**src/hw/rtl/bcs_pkg.sv**
```systemverilog
`default_nettype none
package bcs_pkg;

    localparam int MAX_ITEMS = 1024;
    localparam int POS_W = $clog2(MAX_ITEMS);
    localparam logic [16:0] Q16_ONE = 17'h10000;

    localparam logic [2:0] MODE_FIRST = 3'd0;
    localparam logic [2:0] MODE_COST  = 3'd1;
    localparam logic [2:0] MODE_MAJOR = 3'd2;
    localparam logic [2:0] MODE_STEEP = 3'd5;

    localparam logic [1:0] REG_MODE   = 2'd0;
    localparam logic [1:0] REG_MINCOV = 2'd1;
    localparam logic [1:0] REG_FAMILY = 2'd2;

    localparam logic [2:0] ST_SELECTED = 3'd0;
    localparam logic [2:0] ST_DEFERRED = 3'd1;
    localparam logic [2:0] ST_EMPTY    = 3'd2;
    localparam logic [2:0] ST_LOWCOV   = 3'd3;
    localparam logic [2:0] ST_NONE     = 3'd4;

    typedef struct packed {
        logic        item_present;
        logic        last_item;
        logic [31:0] cand_id;
        logic        allowed;
        logic        score_valid;
        logic        segment_valid;
        logic [31:0] total_cost;
        logic [31:0] duration;
        logic [31:0] distance;
        logic [31:0] analyzed_distance;
        logic [31:0] unknown_distance;
        logic [31:0] share_distance;
    } t_in;

    typedef struct packed {
        logic [31:0] evidence_route_id;
        logic        eligible;
        logic [16:0] cov_q16;
        logic [31:0] metric;
        logic        decision_valid;
        logic [2:0]  status;
        logic [9:0]  sel_index;
        logic [31:0] sel_id;
    } t_out;

    // Classified request passed from front to back
    typedef struct packed {
        logic        active;    // present and family enabled
        logic        scored;    // allowed and score valid
        logic        need_div;  // share metric with data
        logic        last_item;
        logic        family;
        logic [31:0] cand_id;
        logic [31:0] total_cost;
        logic [31:0] duration;
        logic [31:0] distance;
        logic [31:0] analyzed;
        logic [31:0] known;
        logic [31:0] share;
    } t_job;

endpackage
`default_nettype wire

```
**src/hw/rtl/bcs_front.sv**
```systemverilog
`default_nettype none
module bcs_front
    import bcs_pkg::*;
(
    input  wire logic       i_clk,
    input  wire logic       i_rst_n,
    input  wire logic       i_valid,
    output logic            o_ready,
    input  wire t_in        i_data,
    input  wire logic [2:0] i_mode,
    input  wire logic       i_family,
    output logic            o_job_valid,
    input  wire logic       i_job_ready,
    output t_job            o_job
);
    // Two-entry queue toward the back
    t_job       r_q [2];
    logic       r_wp, n_wp, r_rp, n_rp;
    logic [1:0] r_cnt, n_cnt;
    t_job       w_job;
    logic       w_push, w_pop;
    logic [31:0] w_unk;

    // Classify the request
    always_comb begin
        w_unk = (i_data.unknown_distance > i_data.analyzed_distance) ?
                i_data.analyzed_distance : i_data.unknown_distance;
        w_job.active     = i_data.item_present & i_family;
        w_job.scored     = i_data.allowed & i_data.score_valid;
        w_job.need_div   = (i_mode >= MODE_MAJOR) && (i_mode <= MODE_STEEP) &&
                           i_data.segment_valid && (i_data.analyzed_distance != 32'd0);
        w_job.last_item  = i_data.last_item;
        w_job.family     = i_family;
        w_job.cand_id    = i_data.cand_id;
        w_job.total_cost = i_data.total_cost;
        w_job.duration   = i_data.duration;
        w_job.distance   = i_data.distance;
        w_job.analyzed   = i_data.analyzed_distance;
        w_job.known      = i_data.analyzed_distance - w_unk;
        w_job.share      = i_data.share_distance;
    end

    assign o_ready     = (r_cnt != 2'd2);
    assign w_push      = i_valid & o_ready;
    assign o_job_valid = (r_cnt != 2'd0);
    assign w_pop       = o_job_valid & i_job_ready;
    assign o_job       = r_q[r_rp];

    always_comb begin
        n_wp  = w_push ? ~r_wp : r_wp;
        n_rp  = w_pop ? ~r_rp : r_rp;
        n_cnt = r_cnt + {1'b0, w_push} - {1'b0, w_pop};
    end

    always_ff @(posedge i_clk) begin
        if (!i_rst_n) begin
            r_wp  <= 1'b0;
            r_rp  <= 1'b0;
            r_cnt <= 2'd0;
        end else begin
            r_wp  <= n_wp;
            r_rp  <= n_rp;
            r_cnt <= n_cnt;
        end
        if (w_push) begin
            r_q[r_wp] <= w_job;
        end
    end
endmodule
`default_nettype wire

```
**src/hw/rtl/bcs_div.sv**
```systemverilog
`default_nettype none
module bcs_div
    import bcs_pkg::*;
(
    input  wire logic        i_clk,
    input  wire logic        i_rst_n,
    input  wire logic        i_start,
    input  wire logic [31:0] i_num,   // quotient of (num << 16) / den
    input  wire logic [31:0] i_den,
    output logic             o_done,
    output logic [47:0]      o_quot
);
    // Restoring divider, one quotient bit per cycle
    logic [47:0] r_q, n_q;
    logic [32:0] r_rem, n_rem;
    logic [31:0] r_den, n_den;
    logic [5:0]  r_cnt, n_cnt;
    logic        r_busy, n_busy, r_done, n_done;
    logic [32:0] w_sh;

    always_comb begin
        n_q = r_q; n_rem = r_rem; n_den = r_den; n_cnt = r_cnt;
        n_busy = r_busy; n_done = 1'b0;
        w_sh = {r_rem[31:0], r_q[47]};
        if (i_start) begin
            n_q = {i_num, 16'd0}; n_rem = 33'd0; n_den = i_den;
            n_cnt = 6'd0; n_busy = 1'b1;
        end else if (r_busy) begin
            if (w_sh >= {1'b0, r_den}) begin
                n_rem = w_sh - {1'b0, r_den};
                n_q = {r_q[46:0], 1'b1};
            end else begin
                n_rem = w_sh;
                n_q = {r_q[46:0], 1'b0};
            end
            n_cnt = r_cnt + 6'd1;
            if (r_cnt == 6'd47) begin
                n_busy = 1'b0;
                n_done = 1'b1;
            end
        end
    end

    always_ff @(posedge i_clk) begin
        if (!i_rst_n) begin
            r_busy <= 1'b0;
            r_done <= 1'b0;
        end else begin
            r_busy <= n_busy;
            r_done <= n_done;
        end
        r_q <= n_q; r_rem <= n_rem; r_den <= n_den; r_cnt <= n_cnt;
    end

    assign o_done = r_done;
    assign o_quot = r_q;
endmodule
`default_nettype wire

```
**src/hw/rtl/bcs_back.sv**
```systemverilog
`default_nettype none
module bcs_back
    import bcs_pkg::*;
(
    input  wire logic        i_clk,
    input  wire logic        i_rst_n,
    input  wire logic        i_job_valid,
    output logic             o_job_ready,
    input  wire t_job        i_job,
    input  wire logic [2:0]  i_mode,
    input  wire logic [16:0] i_min_cov,
    output logic             o_valid,
    input  wire logic        i_ready,
    output t_out             o_data
);
    localparam logic [2:0] S_IDLE = 3'd0;
    localparam logic [2:0] S_DIV1 = 3'd1;
    localparam logic [2:0] S_DIV2 = 3'd2;
    localparam logic [2:0] S_DONE = 3'd3;
    localparam logic [2:0] S_OUT  = 3'd4;

    logic [2:0]  r_st, n_st;
    t_job        r_job;
    logic [16:0] r_cov;
    logic [31:0] r_val;
    logic        r_avail;
    logic        r_bvalid, r_any, r_nonempty;
    logic [POS_W-1:0] r_pos, r_bpos;
    logic [31:0] r_bmet, r_bcost, r_bdur, r_bdist, r_bid;
    logic        r_ovalid;
    t_out        r_out;

    logic        w_start;
    logic [31:0] w_num, w_den;
    logic        w_done;
    logic [47:0] w_quot;
    logic        w_elig, w_take, w_tie;
    t_out        w_out;

    bcs_div u_div (
        .i_clk  (i_clk),
        .i_rst_n(i_rst_n),
        .i_start(w_start),
        .i_num  (w_num),
        .i_den  (w_den),
        .o_done (w_done),
        .o_quot (w_quot)
    );

    assign o_job_ready = (r_st == S_IDLE);
    assign w_start = ((r_st == S_IDLE) && i_job_valid && i_job.active && i_job.scored &&
                      i_job.need_div) ||
                     ((r_st == S_DIV1) && w_done && (r_job.known != 32'd0));
    assign w_num = (r_st == S_IDLE) ? i_job.known : r_job.share;
    assign w_den = (r_st == S_IDLE) ? i_job.analyzed : r_job.known;

    // Eligibility and comparison against the held best
    always_comb begin
        w_elig = r_job.active && r_job.scored && r_avail && (r_cov >= i_min_cov);
        if (r_job.total_cost != r_bcost)     w_tie = r_job.total_cost < r_bcost;
        else if (r_job.duration != r_bdur)   w_tie = r_job.duration < r_bdur;
        else if (r_job.distance != r_bdist)  w_tie = r_job.distance < r_bdist;
        else                                 w_tie = r_job.cand_id < r_bid;
        if (!r_bvalid)                 w_take = 1'b1;
        else if (i_mode == MODE_FIRST) w_take = 1'b0;
        else if (r_val != r_bmet)
            w_take = (i_mode == MODE_MAJOR) ? (r_val > r_bmet) : (r_val < r_bmet);
        else                           w_take = w_tie;
        w_take = w_take & w_elig;

        w_out = '0;
        if (r_job.active) begin
            w_out.evidence_route_id = r_job.cand_id;
            w_out.eligible = w_elig;
            if (r_job.scored) begin
                w_out.cov_q16 = r_cov;
                w_out.metric = r_val;
            end
        end
        if (r_job.last_item) begin
            w_out.decision_valid = 1'b1;
            if (!r_job.family) w_out.status = ST_DEFERRED;
            else if (!(r_nonempty || r_job.active)) w_out.status = ST_EMPTY;
            else if (r_bvalid || w_take) begin
                w_out.status = ST_SELECTED;
                w_out.sel_index = w_take ? 10'(r_pos) : 10'(r_bpos);
                w_out.sel_id = w_take ? r_job.cand_id : r_bid;
            end else if (r_any || (r_job.active && r_job.scored)) w_out.status = ST_LOWCOV;
            else w_out.status = ST_NONE;
        end
    end

    // Sequence one request: divide if needed, decide, present result
    always_comb begin
        n_st = r_st;
        case (r_st)
            S_IDLE: if (i_job_valid) n_st = (w_start ? S_DIV1 : S_DONE);
            S_DIV1: if (w_done) n_st = w_start ? S_DIV2 : S_DONE;
            S_DIV2: if (w_done) n_st = S_DONE;
            S_DONE: n_st = S_OUT;
            S_OUT:  if (!r_ovalid || i_ready) n_st = S_IDLE;
            default: n_st = S_IDLE;
        endcase
    end

    always_ff @(posedge i_clk) begin
        if (!i_rst_n) begin
            r_st <= S_IDLE;
            r_ovalid <= 1'b0;
            r_bvalid <= 1'b0; r_any <= 1'b0; r_nonempty <= 1'b0;
            r_pos <= '0; r_bpos <= '0;
            r_bmet <= '0; r_bcost <= '0; r_bdur <= '0; r_bdist <= '0; r_bid <= '0;
        end else begin
            r_st <= n_st;
            if (r_ovalid && i_ready && (r_st != S_OUT)) r_ovalid <= 1'b0;
            case (r_st)
                S_IDLE: if (i_job_valid) begin
                    r_job <= i_job;
                    if (i_mode == MODE_FIRST || i_mode == MODE_COST) begin
                        r_avail <= 1'b1;
                        r_cov <= Q16_ONE;
                        r_val <= (i_mode == MODE_COST) ? i_job.total_cost : 32'd0;
                    end else begin
                        r_avail <= 1'b0; r_cov <= '0; r_val <= '0;
                    end
                end
                S_DIV1: if (w_done) begin
                    r_cov <= w_quot[16:0];
                    r_avail <= (r_job.known != 32'd0);
                end
                S_DIV2: if (w_done) begin
                    r_val <= (w_quot > 48'(Q16_ONE)) ? 32'(Q16_ONE) : w_quot[31:0];
                end
                S_OUT: if (!r_ovalid || i_ready) begin
                    r_ovalid <= 1'b1;
                    r_out <= w_out;
                    if (r_job.last_item) begin
                        r_bvalid <= 1'b0; r_any <= 1'b0; r_nonempty <= 1'b0;
                        r_pos <= '0; r_bpos <= '0;
                        r_bmet <= '0; r_bcost <= '0; r_bdur <= '0;
                        r_bdist <= '0; r_bid <= '0;
                    end else if (r_job.active) begin
                        r_nonempty <= 1'b1;
                        if (r_job.scored) r_any <= 1'b1;
                        if (w_take) begin
                            r_bvalid <= 1'b1; r_bpos <= r_pos; r_bmet <= r_val;
                            r_bcost <= r_job.total_cost; r_bdur <= r_job.duration;
                            r_bdist <= r_job.distance; r_bid <= r_job.cand_id;
                        end
                        if (r_pos != POS_W'(MAX_ITEMS - 1)) r_pos <= r_pos + POS_W'(1);
                    end
                end
                default: ;
            endcase
        end
    end

    assign o_valid = r_ovalid;
    assign o_data  = r_out;
endmodule
`default_nettype wire

```
**src/hw/rtl/best_candidate_selector.sv**
```systemverilog
`default_nettype none
// Streaming best-candidate selector. Each request carries one candidate
// record; each gives one result with its evidence (coverage, metric,
// eligibility), and the request marked last also gives the decision. A front
// stage classifies requests into a two-entry queue; a back stage runs them one
// at a time through a shared 48-step restoring divider. An active, scored
// share-metric request (modes 2 to 5) with segment data and nonzero analyzed
// distance divides known by analyzed, then share by known if known is nonzero;
// other requests skip the divider. A held result stalls the back stage, and
// a full queue stalls the input. Registers are written through a plain write
// port; the user must write them only while idle (the block does not check).
module best_candidate_selector
    import bcs_pkg::*;
(
    input  wire logic        i_clk,
    input  wire logic        i_rst_n,
    input  wire logic        i_valid,
    output logic             o_ready,
    input  wire t_in         i_data,
    output logic             o_valid,
    input  wire logic        i_ready,
    output t_out             o_data,
    input  wire logic        i_cfg_we,
    input  wire logic [1:0]  i_cfg_idx,
    input  wire logic [16:0] i_cfg_data
);
    logic [2:0]  r_mode;
    logic [16:0] r_min_cov;
    logic        r_family;
    logic        w_jv, w_jr;
    t_job        w_job;

    // Configuration registers
    always_ff @(posedge i_clk) begin
        if (!i_rst_n) begin
            r_mode <= MODE_FIRST;
            r_min_cov <= '0;
            r_family <= 1'b1;
        end else if (i_cfg_we) begin
            case (i_cfg_idx)
                REG_MODE:   r_mode <= i_cfg_data[2:0];
                REG_MINCOV: r_min_cov <= i_cfg_data;
                REG_FAMILY: r_family <= i_cfg_data[0];
                default: ;
            endcase
        end
    end

    bcs_front u_front (
        .i_clk(i_clk), .i_rst_n(i_rst_n),
        .i_valid(i_valid), .o_ready(o_ready), .i_data(i_data),
        .i_mode(r_mode), .i_family(r_family),
        .o_job_valid(w_jv), .i_job_ready(w_jr), .o_job(w_job)
    );

    bcs_back u_back (
        .i_clk(i_clk), .i_rst_n(i_rst_n),
        .i_job_valid(w_jv), .o_job_ready(w_jr), .i_job(w_job),
        .i_mode(r_mode), .i_min_cov(r_min_cov),
        .o_valid(o_valid), .i_ready(i_ready), .o_data(o_data)
    );
endmodule
`default_nettype wire

```
**config.mk**
```make
export PLATFORM = sky130hd
export DESIGN_NAME = best_candidate_selector
export DESIGN_NICKNAME = d
export VERILOG_FILES = /design/src/hw/rtl/bcs_pkg.sv /design/src/hw/rtl/bcs_front.sv /design/src/hw/rtl/bcs_div.sv /design/src/hw/rtl/bcs_back.sv /design/src/hw/rtl/best_candidate_selector.sv
export SDC_FILE = /design/constraint.sdc
export NUM_CORES = 2
export LEC_CHECK = 0
export ABC_AREA = 1
export BUFFER_PORTS_ARGS = -buffer_cell sky130_fd_sc_hd__buf_2
export CORE_AREA = 3 3 366 368
export DETAILED_ROUTE_END_ITERATION = 8
export DIE_AREA = 0 0 369 371
export PLACE_DENSITY = 0.62
export SYNTH_ARGS = -nofsm -noshare
export SYNTH_HDL_FRONTEND = slang
export SYNTH_SLANG_ARGS = --single-unit
```
**constraint.sdc**
```tcl
create_clock -name i_clk -period 13.8 [get_ports i_clk]
set_clock_uncertainty 0.1 [all_clocks]
set_input_delay 0.69 -clock i_clk [delete_from_list [all_inputs] [get_ports i_clk]]
set_output_delay 0.69 -clock i_clk [all_outputs]
set_load 0.01 [all_outputs]
```
### Word level (Yosys, flattened, before mapping)

Memory sizes are Yosys's and may differ from the RTL's. A register that Yosys moved wholly into a read port is not among the register bits.
Cells that the tools add are included.

* mux-type cells: 83
* bitwise logic cells: 12
* reduce and logical (&&, ||, !) cells: 51
* order comparisons: 12
* equal/unequal tests: 20
* add/subtract/negate cells: 6

Operator list (number)
* 32-bit 2-to-1 mux: 24
* 32-bit less-than comparator: 5
* 32-bit inequality test: 4
* 42-bit 2-to-1 mux: 3
* 48-bit 2-to-1 mux: 2
* 32-bit greater-than comparator: 2
* 32-bit case mux with 2 select lines: 1
* 32-bit nonzero test: 2
* 32-bit subtractor: 2
* 10-bit 2-to-1 mux: 6
* 17-bit 2-to-1 mux: 3
* 48-bit by 17-bit greater-than comparator with 1-bit output (second input constant): 1
* 46-bit 2-to-1 mux: 1
* 17-bit case mux with 2 select lines: 1
* 33-bit by 32-bit >= comparator with 1-bit output: 1
* 1-bit 2-to-1 mux: 31
* 4-bit AND reduction: 7
* 3-bit 2-to-1 mux: 8
* 17-bit >= comparator: 1
* 2-bit nonzero test: 8
* 3-bit case mux with 5 select lines: 1
* 1-bit logical AND: 14
* 10-bit by 1-bit adder with 10-bit output (second input constant): 1
* 10-bit inequality test (second input constant): 1
* 26 further kinds: 54

* output and inout bits: 130
* input port bits: 253
* flip-flop bits (word level): 706
* memories kept: 1
* memory bits (writable): 458

Memory list
* u_front.r_q: depth 2, width 229, rd ports 1, clocked after Yosys merged registers in 1, wr ports 1, line bcs_front.sv:17 `t_job r_q [2];`

### Depth between registers and ports, before layout

* depth after elaboration: 13
* mapped depth: 27

### Modules after synthesis

Synthesis repeated with hierarchy kept, for this count alone.

* cell total of the unflattened synthesis: 5231
* area total of the unflattened synthesis: 54260.8 µm²

By module, submodules not included
* bcs_back: seq. area each 14974.4 µm², times used 1, area each 25983.7 µm², cells each 2775
* bcs_front: seq. area each 13853.3 µm², times used 1, area each 20071.8 µm², cells each 1342
* bcs_div: seq. area each 3042.9 µm², times used 1, area each 7305.8 µm², cells each 979
* best_candidate_selector: seq. area each 420.4 µm², times used 1, area each 899.6 µm², cells each 135

### Least setup slack after synthesis

Ideal clock, no wire load.

* path type: input-to-reg
* start: input i_valid
* end: memory u_front.r_q[1][0] in the netlist's numbering, enable pin
* buffers on the path: 0
* setup time: 0.823 ns
* stages on the path: 2
* path slack: 2.587 ns
* arrival: 10.290 ns
* cell sequence: nand2_1 > nor2_1

* longest elaborated chain between the ends: 3

Ends and longest elaborated chain
* start, declared: line best_candidate_selector.sv:17 `input wire logic i_valid,`
* 1-bit AND: line bcs_front.sv:44 `assign w_push = i_valid & o_ready;`
* 1-bit 2-to-1 mux: line bcs_front.sv:65 `if (w_push) begin`
* 1-bit 2-to-1 mux (not written as such): line bcs_front.sv:66 `r_q[r_wp] <= w_job;`
* end, declared: line bcs_front.sv:17

No other way between the ends.

### Worst setup path in the final report

* start: register u_back.r_job[123] in the netlist's numbering
* end: register u_back.r_bdist[12]

* longest elaborated chain between the ends: 10
* elaborated cells on any way between the ends: 11
* those cells by class: order compare: 1; eq/ne: 1; mux: 6; bitwise: 1; reduce/logical: 2

Ends and longest elaborated chain
* start, declared: line bcs_back.sv:23 `t_job r_job;`
* start signal, assigned: line bcs_back.sv:118 `r_job <= i_job;`
* 32-bit less-than comparator or 32-bit inequality test (tied branches): line bcs_back.sv:62 `else if (r_job.distance != r_bdist) w_tie = r_job.distance < r_bdist;`
* 1-bit 2-to-1 mux *: line bcs_back.sv:62
* 1-bit 2-to-1 mux *: line bcs_back.sv:61 `else if (r_job.duration != r_bdur) w_tie = r_job.duration < r_bdur;`
* 1-bit 2-to-1 mux *: line bcs_back.sv:60 `if (r_job.total_cost != r_bcost) w_tie = r_job.total_cost < r_bcost;`
* 1-bit 2-to-1 mux *: line bcs_back.sv:66 `else if (r_val != r_bmet)`
* 1-bit 2-to-1 mux *: line bcs_back.sv:65 `else if (i_mode == MODE_FIRST) w_take = 1'b0;`
* 1-bit 2-to-1 mux *: line bcs_back.sv:64 `if (!r_bvalid) w_take = 1'b1;`
* 1-bit AND *: line bcs_back.sv:69 `w_take = w_take & w_elig;`
* 2-bit nonzero test (no source line) *
* 4-bit AND reduction (no source line) *
* end signal, assigned: line bcs_back.sv:148 `r_bdist <= r_job.distance; r_bid <= r_job.cand_id;`
* end, declared: line bcs_back.sv:29 `logic [31:0] r_bmet, r_bcost, r_bdur, r_bdist, r_bid;`

Every way passes the cells marked *; elsewhere a longest branch is shown, timed or not.
A chain may end at the register's enable or synchronous reset.

==> reports/summary.md <==
The data arrival time of the critical path is 5680 ps. In this run the static leakage power is 0.02378 µW. The count of endpoints failing hold in the final timing report was 0.

The tightest min-delay check is of the input pin to register type. The netlist uses 57 different library cells. The tree is rooted in a sky130_fd_sc_hd__clkbuf_16.

The area taken by multi-input logic gates is 16,990 µm², and the number of warnings printed during yosys synthesis is 0. The floorplan has 133 rows. Net switching is 30.92% of the power. Final hold analysis gives a worst-case slack of 61.65 ps. Clock tree synthesis found a total of 1,165 sinks. Following the worst setup path forward leads to its endpoint at u_back.r_bdist[12]. Count of buffers inserted at the top-level ports: 382.

The via count of the first global-routing pass is 35.40k, and the share of cells above drive strength 1 is 11.78%. The logs give 5,699 for the net count after synthesis and 18.24% for the headroom to the max-slew limit. The logs give 0.1190 mV for the worst supply voltage drop on vdd and 5 for the total iterations of the first detailed-routing run.

The H-tree was split into 3 levels. After the first detailed-routing iteration, the DRC count stood at 2,766. Max-slew violation count: 0. The most common flop cell mapped by yosys was sky130_fd_sc_hd__edfxtp_1.

For the post-synthesis cell count, the log shows 5,169. The die covers 136,900 µm². The logs give 39.87% for the effective utilization at floorplan and 0 for the number of remaining DRC errors. The tools report the beginning of the critical path as u_back.r_job[123]. Leaving out fill and tap cells, the most frequent cell in the layout is sky130_fd_sc_hd__nand2_1. The clock period could shrink to 5141 ps. The share of flip-flops with an asynchronous set or reset after synthesis works out to 0%.

For this block, the routed nets add up to 134.3 mm of wire. In the finished design, the share of the clock period the worst path needs comes to 37.25%. The tools report the nature of the critical path startpoint as a register.

Maximum buffer depth of the clock tree: 3. Once layout is complete, the cells apart from fillers number 7,425. The vertical die dimension is 371 µm, and the routability-driven placement congestion ratio is 0.8789. The run gives 161 as the largest net degree at the start of global routing. For the internal power, the log shows 6842 µW. The worst register-to-register path has a setup slack of 8660 ps. The initial antenna violation count was 27. In the layout the commonest cells are 1,301 x sky130_fd_sc_hd__nand2_1, 896 x sky130_fd_sc_hd__edfxtp_1, 563 x sky130_fd_sc_hd__inv_1. Counting flops with a built-in enable in the synthesized netlist gives 896.

After the last flow step, the layout net total stands at 6,086. The max capacitance violation total is 0, and the total net switching power is 3062 µW. The worst register-to-register path has a depth of 21. Setup violations remaining at the end of the flow were counted as 0.

The later pin in the worst-skew pair is clocked with a latency of 730 ps. The depth of the worst hold-timing path was 1. The tools report the total of cells resized after clock tree synthesis as 0. The cell area after synthesis was 52,280 µm²; the slew at the pin closest to its max-slew limit was 1226 ps. The tools report the core area as 131,100 µm². Setup repair after global routing left no endpoint under its margin.

The critical path start-end classification was register to register. The flow ran to the end, and the final reports show no timing, DRC or antenna violations. The layout overhead on the synthesized area is 15.45%. Counting the fill cells in the layout gives 12.30k. The final route contains 36.96k vias. Adding up every negative setup slack in the final design gives 0 ps. The wire-length estimate of the detail-placed layout is 91.33 mm. Clock tree synthesis inserted a total of 120 buffers. Timing would allow up to 0.1945 GHz.

TritonCTS built the clock tree. In this run the critical register-to-register path is captured at u_back.r_bdist[12]. The share of the Yosys chip area taken by registers is 61.77%.

The kind of end point of the critical path was a register. The die width was 369 µm; the total global routing track utilization was 19.27%. The global-route wire length before repair was 205.4 mm. In this run the worst path has a maximum fanout of 70. The run gives 7,140 as the number of instances in the placed design.

The worst register-to-register path begins at u_back.r_job[123]. At the worst endpoint, the required time is 14,340 ps. The clock transition time at the flip-flop clock pins of the worst setup and hold paths is 60 ps, and the count of nets left with antenna violations after detail routing is 0. The power per standard cell area was 164.1 nW/µm²; the via density per instance was 4.978. Registers take 32,290 µm². The total overflow left after global routing is 0. Of the total power, registers draw 46.5%. Combinational cells account for 20.7% of the total power. In the final routed layout, each cell accounts on average for 18.08 µm. A synthesized cell averages 10.11 µm². The I/O pin count is 383, and the relative contribution of the clock network to total power is 32.8%. In this run, synthesis produced a sequential element count of 1,165.
layout make-up:
cell class,count,area share (%)
Clock inverter,74,1.117
Timing Repair Buffer,472,4.532
Multi-Input combinational cell,3224,28.15
Tap cell,1755,3.638
Sequential cell,1165,53.51
Antenna cell,8,0.03317
Clock buffer,154,5.442
Inverter,573,3.586
flip-flops by register name, indices dropped and copies added (netlist names), 10 cells and up, named ones only:
register / flops
r_min_cov: 17
u_back.o_data: 128
u_back.r_bcost: 32
u_back.r_bdist: 32
u_back.r_bdur: 32
u_back.r_bid: 32
u_back.r_bmet: 32
u_back.r_bpos: 10
u_back.r_cov: 17
u_back.r_job: 196
u_back.r_pos: 10
u_back.r_val: 32
u_back.u_div.o_quot: 48
u_back.u_div.r_den: 32
u_back.u_div.r_rem: 32
u_front.r_q: 458
worst max-delay path: stages, from the launching register on:
cell and delay [ps]:
sky130_fd_sc_hd__edfxtp_1 410, sky130_fd_sc_hd__ha_1 320, sky130_fd_sc_hd__nand2_1 70, sky130_fd_sc_hd__nor2_1 160, sky130_fd_sc_hd__nand3_1 130, sky130_fd_sc_hd__nor2_1 140, sky130_fd_sc_hd__nand2_1 300, sky130_fd_sc_hd__nor2_1 180
sky130_fd_sc_hd__nand2_1 60, sky130_fd_sc_hd__nor2_1 80, sky130_fd_sc_hd__nand2_1 170, sky130_fd_sc_hd__nand3_1 110, sky130_fd_sc_hd__nand2_1 60, sky130_fd_sc_hd__nand2_1 100, sky130_fd_sc_hd__nand2_1 70, sky130_fd_sc_hd__nand2_2 50
sky130_fd_sc_hd__buf_4 480, sky130_fd_sc_hd__nand3_2 150, sky130_fd_sc_hd__clkinv_2 760, sky130_fd_sc_hd__buf_4 730, sky130_fd_sc_hd__nand2_1 130, sky130_fd_sc_hd__a21oi_1 190
worst min-delay path by stage:
stage | start | end | slack (ps)
CTS | i_data[214] | u_front.r_q[0][211] | 0.2
floorplan | u_front.r_rp | register | 330
global route | i_data[214] | u_front.r_q[0][211] | 20
global placement | u_front.r_rp | register | 320
finish | i_data[195] | u_front.r_q[1][192] | 60
detailed placement | u_front.r_rp | register | 340
synthesized netlist by cell type, types with 5 or more instances:
cell | n | share of area [%]
sky130_fd_sc_hd__o21bai_1 | 10 | 0.14
sky130_fd_sc_hd__nand4_1 | 35 | 0.42
sky130_fd_sc_hd__a211oi_1 | 9 | 0.13
sky130_fd_sc_hd__o21a_1 | 18 | 0.26
sky130_fd_sc_hd__xnor2_1 | 14 | 0.23
sky130_fd_sc_hd__clkbuf_1 | 139 | 1.0
sky130_fd_sc_hd__xor2_1 | 30 | 0.50
sky130_fd_sc_hd__o211ai_1 | 13 | 0.19
sky130_fd_sc_hd__nand3_1 | 302 | 2.9
sky130_fd_sc_hd__nor4_1 | 33 | 0.39
sky130_fd_sc_hd__o22ai_1 | 15 | 0.18
sky130_fd_sc_hd__nand2_1 | 1305 | 9.4
sky130_fd_sc_hd__dfxtp_1 | 269 | 10
sky130_fd_sc_hd__or2_2 | 19 | 0.23
sky130_fd_sc_hd__ha_1 | 275 | 6.6
sky130_fd_sc_hd__inv_1 | 565 | 4.1
sky130_fd_sc_hd__nand3b_1 | 5 | 0.072
sky130_fd_sc_hd__o31ai_1 | 39 | 0.56
sky130_fd_sc_hd__buf_2 | 26 | 0.25
sky130_fd_sc_hd__nor2_1 | 398 | 2.9
sky130_fd_sc_hd__buf_1 | 26 | 0.19
sky130_fd_sc_hd__buf_6 | 14 | 0.30
sky130_fd_sc_hd__a21o_1 | 14 | 0.20
sky130_fd_sc_hd__a31oi_1 | 51 | 0.61
sky130_fd_sc_hd__o21ai_0 | 122 | 1.2
sky130_fd_sc_hd__o32ai_1 | 10 | 0.17
sky130_fd_sc_hd__edfxtp_1 | 896 | 51
sky130_fd_sc_hd__nor3_1 | 25 | 0.24
sky130_fd_sc_hd__a21oi_1 | 432 | 4.1
logic make-up after synthesis:
kind of cell	Yosys count	synth area share, %
AO/OA/AOI/OAI	757	8.108
XOR/XNOR	44	0.7371
adder cells (fa/ha/maj)	277	6.658
buffers and inverters	780	5.878
flip-flops	1165	61.77
AND/OR/NAND/NOR	2146	16.85
power groups by stage:
stage,Sequential [µW],Combinational [µW],Clock (µW)
finish,4600,2050,3250
global placement,4670,2030,0
floorplan,4710,1340,0
CTS,4600,2090,3320
global route,4640,2330,3470
detailed placement,4670,2060,0
repair_timing:
item                      CTS  global route
setup buffers               0             0
hold endpoints to repair   93             0
hold buffers               49             0
per-layer routing:
| metal | wire (µm) | track usage (%) | up-vias |
|---|---|---|---|
| met4 | 3577 | 5.759 | 8 |
| li1 | - | - | 18350 |
| met1 | 58360 | 25.25 | 17430 |
| met5 | 54 | 0 | - |
| met3 | 7272 | 3.130 | 213 |
| met2 | 65010 | 32.83 | 952 |
per-stage QoR:
step | utilization [%] | setup WS [ps] | total power (µW) | instance area, µm²
after global routing | 46.02 | 8217 | 10440 | 60350
after CTS | 46.01 | 8530 | 10010 | 60340
after floorplan | - | 2587 | 6046 | 52280
after detailed placement | 42.62 | 8358 | 6735 | 55890
final | 46.03 | 8659 | 9904 | 60360
after global placement | 42.62 | 8434 | 6697 | 55890
Note: power is estimated with default switching activity, not from simulation.
